## config.mk

```make
export PLATFORM = sky130hd
export DESIGN_NAME = capwm_duty_scale
export DESIGN_NICKNAME = d
export VERILOG_FILES = /design/src/sv/capwm_pkg.sv /design/src/sv/capwm_duty_scale.sv
export SDC_FILE = /design/constraint.sdc
export NUM_CORES = 1
export LEC_CHECK = 0
export BUFFER_PORTS_ARGS = -buffer_cell sky130_fd_sc_hd__buf_2
export CAP_MARGIN = 5
export CORE_ASPECT_RATIO = 0.8
export CORE_MARGIN = 5
export CORE_UTILIZATION = 55
export DETAILED_ROUTE_END_ITERATION = 8
export PLACE_DENSITY_LB_ADDON = 0.12
export SLEW_MARGIN = 0
export SYNTH_ARGS = -nofsm -noshare
export SYNTH_HDL_FRONTEND = slang
export SYNTH_SLANG_ARGS = --single-unit
```

## constraint.sdc

```tcl
create_clock -name i_clk -period 14.15 [get_ports i_clk]
set_input_delay 1.415 -clock i_clk [delete_from_list [all_inputs] [get_ports i_clk]]
set_output_delay 1.415 -clock i_clk [all_outputs]
set_load 0.02 [all_outputs]
```

## src/sv/capwm_pkg.sv

```systemverilog
// shared types and constants of the center-aligned pwm timer
package capwm_pkg;

    localparam int NUM_CH = 4;

    // item modes
    localparam logic [1:0] MODE_TICK  = 2'd0;
    localparam logic [1:0] MODE_DUTY  = 2'd1;
    localparam logic [1:0] MODE_FORCE = 2'd2;

    // register indexes
    localparam logic [2:0] REG_MAX_COUNT  = 3'd0;
    localparam logic [2:0] REG_CNT_ENABLE = 3'd1;
    localparam logic [2:0] REG_CH_ENABLE  = 3'd2;
    localparam logic [2:0] REG_POL_INVERT = 3'd3;
    localparam logic [2:0] REG_IRQ_ENABLE = 3'd4;

    // register reset values
    localparam logic [15:0] RST_MAX_COUNT  = 16'd4200;
    localparam logic        RST_CNT_ENABLE = 1'b1;
    localparam logic [3:0]  RST_CH_ENABLE  = 4'hf;
    localparam logic [3:0]  RST_POL_INVERT = 4'h0;
    localparam logic        RST_IRQ_ENABLE = 1'b1;

    // 100 percent in q8.8
    localparam logic [14:0] FULL_RAW = 15'd25600;
    // x / 25600 = (x >> 10) / 25, the divide by 25 as multiply by ceil(2^26 / 25)
    // split into two 11-bit halves
    localparam logic [10:0] RECIP_HI = 11'd1310;
    localparam logic [10:0] RECIP_LO = 11'd1475;

    typedef struct packed {
        logic [1:0]         mode;
        logic signed [15:0] duty_one;
        logic signed [15:0] duty_two;
        logic signed [15:0] duty_three;
        logic signed [15:0] duty_four;
    } t_in_item;

    typedef struct packed {
        logic [3:0]  pwm_level;
        logic [15:0] count_now;
        logic        counting_down;
        logic        update_event;
        logic        update_irq;
    } t_out_item;

endpackage

```

## src/sv/capwm_duty_scale.sv

```systemverilog
// duty scaler lane: clamp q8.8 percent and scale to a compare value over two stages
module capwm_duty_scale (
    input  logic               i_clk,
    input  logic               i_en,
    input  logic signed [15:0] i_duty,
    input  logic [15:0]        i_max_count,
    output logic [15:0]        o_compare
);

    logic [14:0] raw;
    logic [30:0] n_product;
    logic [30:0] r_product;
    logic [20:0] scaled;
    logic [31:0] n_part_hi;
    logic [31:0] n_part_lo;
    logic [31:0] r_part_hi;
    logic [31:0] r_part_lo;
    logic [42:0] sum;
    logic [16:0] quotient;

    always_comb begin
        if (i_duty[15]) begin
            raw = '0;
        end else if (i_duty[14:0] > capwm_pkg::FULL_RAW) begin
            raw = capwm_pkg::FULL_RAW;
        end else begin
            raw = i_duty[14:0];
        end
    end

    assign n_product = {15'b0, i_max_count} * {16'b0, raw};
    assign scaled    = r_product[30:10];
    assign n_part_hi = {11'b0, scaled} * {21'b0, capwm_pkg::RECIP_HI};
    assign n_part_lo = {11'b0, scaled} * {21'b0, capwm_pkg::RECIP_LO};

    always_ff @(posedge i_clk) begin
        if (i_en) begin
            r_product <= n_product;
            r_part_hi <= n_part_hi;
            r_part_lo <= n_part_lo;
        end
    end

    assign sum       = {r_part_hi, 11'b0} + {11'b0, r_part_lo};
    assign quotient  = sum[42:26];
    assign o_compare = quotient[16] ? 16'hffff : quotient[15:0];

endmodule

```

======== Word level (Yosys, flattened, before mapping) ========
Cells that the tools add are included.
storage, ports and cells
  register bits after elaboration ......... 94
cells by class
  $add $sub $neg .......................... 1
  $mul .................................... 3
  $lt $le $gt $ge ......................... 1
  mux-type cells .......................... 3
operators with widths
  cell                    count
  $add 43x32->43          1
  $mul 21x11->32 const B  1
  $mul 16x15->31          1
  $mul 21x10->31 const B  1
  $mux 15                 2
  $mux 16                 1
  $gt 15x15->1 const B    1

======== Depth between registers and ports, before layout ========
  depth in word-level cells ............... 4
  gate-level depth with buffers ........... 27

======== Worst setup path before layout ========
No wires, ideal clock.
  kind .................................... input to register
  start point ............................. input i_duty[10]
  end point ............................... register r_product[22] (data pin)
  arrival time ............................ 7661 ps
  path slack .............................. 6353 ps
  cell stages on the path ................. 25
  path through ............................ o311a_1 -> nor2_1 -> clkbuf_1 -> and2_1 -> clkbuf_1 -> nand2_1 -> fa_1 -> fa_1 -> fa_1 -> inv_1 -> fa_1 -> fa_1 -> inv_1 -> fa_1 -> inv_1 -> ha_1 -> nand4_1 -> o21ai_0 -> a311oi_1 -> o211ai_1 -> a21o_1 -> a21oi_1 -> o21ai_1 -> a2111oi_0 -> nand3b_1
on the way
  longest elaborated chain between the ends .. 4
ends and longest elaborated chain
  element                 line                    source
  start: declaration      capwm_duty_scale.sv:5   input logic signed [15:0] i_duty,
  $gt 15x15->1            capwm_duty_scale.sv:24  end else if (i_duty[14:0] > capwm_pkg::FULL_RAW) begin
  $mux 15 *               capwm_duty_scale.sv:24
  $mux 15 *               capwm_duty_scale.sv:22  if (i_duty[15]) begin
  $mul 16x15->31 *        capwm_duty_scale.sv:31  assign n_product = {15'b0, i_max_count} * {16'b0, raw};
  via n_product[22]       capwm_duty_scale.sv:11  logic [30:0] n_product;
  end signal: assignment  capwm_duty_scale.sv:38  r_product <= n_product;
  end: declaration        capwm_duty_scale.sv:12  logic [30:0] r_product;
The timed path passes the listed nets; every way through them passes the cells marked *.
A chain may end at the register's enable or synchronous reset.

======== Worst setup path after layout ========
  start point ............................. input i_duty[11]
  end point ............................... register r_product[22] (data pin)
Same word-level chain as after synthesis.

==> summary.md <==
| Metric | Value |
|---|---|
| Initial DRC Count | 695 |
| Endpoints failing setup | 0 |
| Transition time of the tightest slew-check pin | 1.21 ns |
| Final net count | 2434 |
| GRT Total Usage | 0.244 |
| Hold WC Path Type | flip-flop to flip-flop |
| Share of synthesized flip-flops with an asynchronous set or reset | 0 |
| Mux cell area share after synthesis | 0 |
| Vias per cell | 5.61 |
| Ant diodes | 0 |
| Synth Area per Inst | 10.0 um^2 |
| Clock tree buffer depth | 2 |
| Synthesis warning total | 0 |
| Final Wtd Congestion | 0.861 |
| DR WL/cell | 18.3 um |
| DRT antenna net count | 0 |
| Area Overhead vs Synth | 5.11% |
| Worst skew pair latency | 0.35 ns |
| Final slew viol count | 0 |
| Port buffer count | 49 |
| Syn Inst Count | 1771 |
| Post-synth design cell area | 0.0177 mm^2 |
| Maximum clock frequency | 0.106 GHz |
| Vias in the first global route | 13400 |
| Die Y | 171 um |
| Synthesized Nets | 2418 |
| Initial Util | 0.560 |
| EDFF count, synth | 72 |
| Post-Synth Adder-Cell Area | 0.565 |
| Unique masters post-synth | 63 |
| Fin. Hold Viols | 0 |
| Area contributors post-synth | fa_1, ha_1, edfxtp_1, inv_1, and3_1 |
| RSZ-0062 raised after global routing | false |
| Count of max-cap constraint violations | 0 |
| First-pass GRT wire length | 69.9 mm |
| Layout cells sized above 1 | 0.0463 |
| Normalized max-slew margin | 0.189 |
| CP max FO | 84 |
| Top cell type by total area after synthesis | fa_1 |
| Most used DFF post-synth | edfxtp_1 |
| Most frequent cell after synthesis | inv_1 |
| Most instantiated cells after synthesis | inv_1, fa_1, ha_1 |
| Type of origin of the critical path | primary input |
| Clock Sinks | 72 |
| CTS tree | built |
| Required @ worst endpoint | 14.36 ns |
| Initial antenna violation count | 0 |
| Synth Area in XOR/XNOR | 0.0376 |
| Crit path kind | primary input to flip-flop |
| Clk slew on worst S/H paths | 0.06 ns |
| DRT Pass-1 Iters | 6 |
| Setup TNS | 0 ns |
| Root Buffer | clkbuf_16 |
| Via count | 12400 |
| Tmin final | 9.40 ns |
| Sequential share of the synthesized area | 0.122 |
| Htree depth | 3 |
| Largest family of logic cells by synthesized area | adder cells |
| Yosys reg bits | 72 |
| Compound-Gate Fraction of Synth Area | 0.0688 |
| Inserted Clock Buffers | 9 |
| Wirelength, routed | 40.5 mm |
| Die ar. | 0.0359 mm^2 |
| # DRC | 0 |
| Largest net degree at the start of global routing | 85 |
| Status | finished clean |
| GRT Residual Overflow | 0 |
| Site Rows | 58 |
| Io pins | 50 |
| Post_cts resized | 0 |
| Critical Path AT | 9.61 ns |
| Core area | 0.0316 mm^2 |
| Die W | 211 um |
| Hold-fix buffers, CTS | 0 |
| Worst Setup End Kind | flip-flop |
| Period utilisation layout | 0.664 |
| Final Skew | 0.00876 ns |
| Simple-Gate Fraction of Synth Area | 0.117 |
| Top cell type's share of synthesized area | 0.351 |
| Dpl hpwl | 33.5 mm |
| Post-CTS Setup Inserts | 0 |
## area by class of cell
class / instances / area [um^2]
inverter: 373 / 1400
clock inverter: 5 / 48.8
timing repair buffer: 53 / 275
tap: 420 / 526
clock buffer: 10 / 229
fill: 2793 / 13000
multi-input combinational: 1278 / 14000
sequential: 72 / 2160
## worst max-delay path, stage by stage
cell	delay [ns]
buf_2	0.15
o311a_1	0.41
nor2_4	0.59
buf_4	0.61
and2_0	0.78
nand2_1	0.16
fa_1	0.54
fa_1	0.45
fa_1	0.55
inv_1	0.05
fa_1	0.45
fa_1	0.49
inv_1	0.05
fa_1	0.47
inv_1	0.04
ha_1	0.32
nand4_1	0.15
o21ai_0	0.10
a311oi_1	0.30
o211ai_1	0.18
a21o_1	0.22
a21oi_1	0.31
o21ai_1	0.22
a2111oi_0	0.44
nand3b_1	0.16
## cell usage in the layout (no fill, tap or decap), drive strengths merged, types with 4 or more instances in the layout
cell type / n
inv: 373
fa: 311
ha: 302
nand2: 143
and3: 114
edfxtp: 72
a21oi: 55
buf: 53
xnor2: 41
xor2: 35
nand3: 31
o21ai: 31
nor2: 30
and2: 30
a21o: 22
nor3: 12
nor2b: 10
nand4: 10
clkbuf: 10
o21bai: 9
a211oi: 9
o211ai: 8
o21a: 8
nor4: 6
or2: 6
or3: 5
a31oi: 5
nand2b: 4
a31o: 4
clkinv: 4
o31ai: 4
## worst paths after layout
| check | start | depth (start not counted) | end | slack, ns |
|---|---|---|---|---|
| worst max-delay path | i_duty[11] | 25 | r_product[22] | 4.75 |
| worst min register to register | r_product[10] | 0 | r_part_lo[0] | 0.77 |
| worst min-delay path | r_product[10] | 0 | r_part_lo[0] | 0.77 |
| worst max register to register | r_product[19] | 17 | r_part_hi[31] | 8.34 |
## registers in the layout, summed over array words and instances (netlist names)
| signal | count |
|---|---|
| r_part_hi | 29 |
| r_product | 21 |
| r_part_lo | 22 |
## logic make-up (layout without fill, tap and decap cells)
group / count (synthesis) / in the layout
AO/OA/AOI/OAI: 181 / 181
XOR/XNOR: 76 / 76
adder cells (fa/ha/maj): 613 / 613
buffers and inverters: 421 / 441
flip-flops: 72 / 72
AND/OR/NAND/NOR: 408 / 408
## routing by layer
| metal | GRT usage | up-vias | wire length (um) |
|---|---|---|---|
| met2 | 0.373 | 302 | 17600 |
| met4 | 0.0361 | 0 | 440 |
| li1 | - | 5788 | - |
| met1 | 0.380 | 6276 | 20100 |
| met5 | 0 | - | 0 |
| met3 | 0.0389 | 35 | 2410 |
## per-stage QoR
step                      hold slack, ns  instances  setup slack, ns   util  cell area [um^2]
after floorplan                    0.585       1771             6.35      -             17700
after global placement             0.748       2196             4.85  0.580             18300
after detailed placement           0.743       2196             4.55  0.580             18300
after CTS                          0.781       2211             4.90  0.588             18600
after global routing               0.809       2211             4.17  0.588             18600
final                              0.775       2211             4.75  0.588             18600
Power is left out: the tool's default activity adds up to more than one toggle a clock period on the data nets, which glitch-free logic cannot reach.
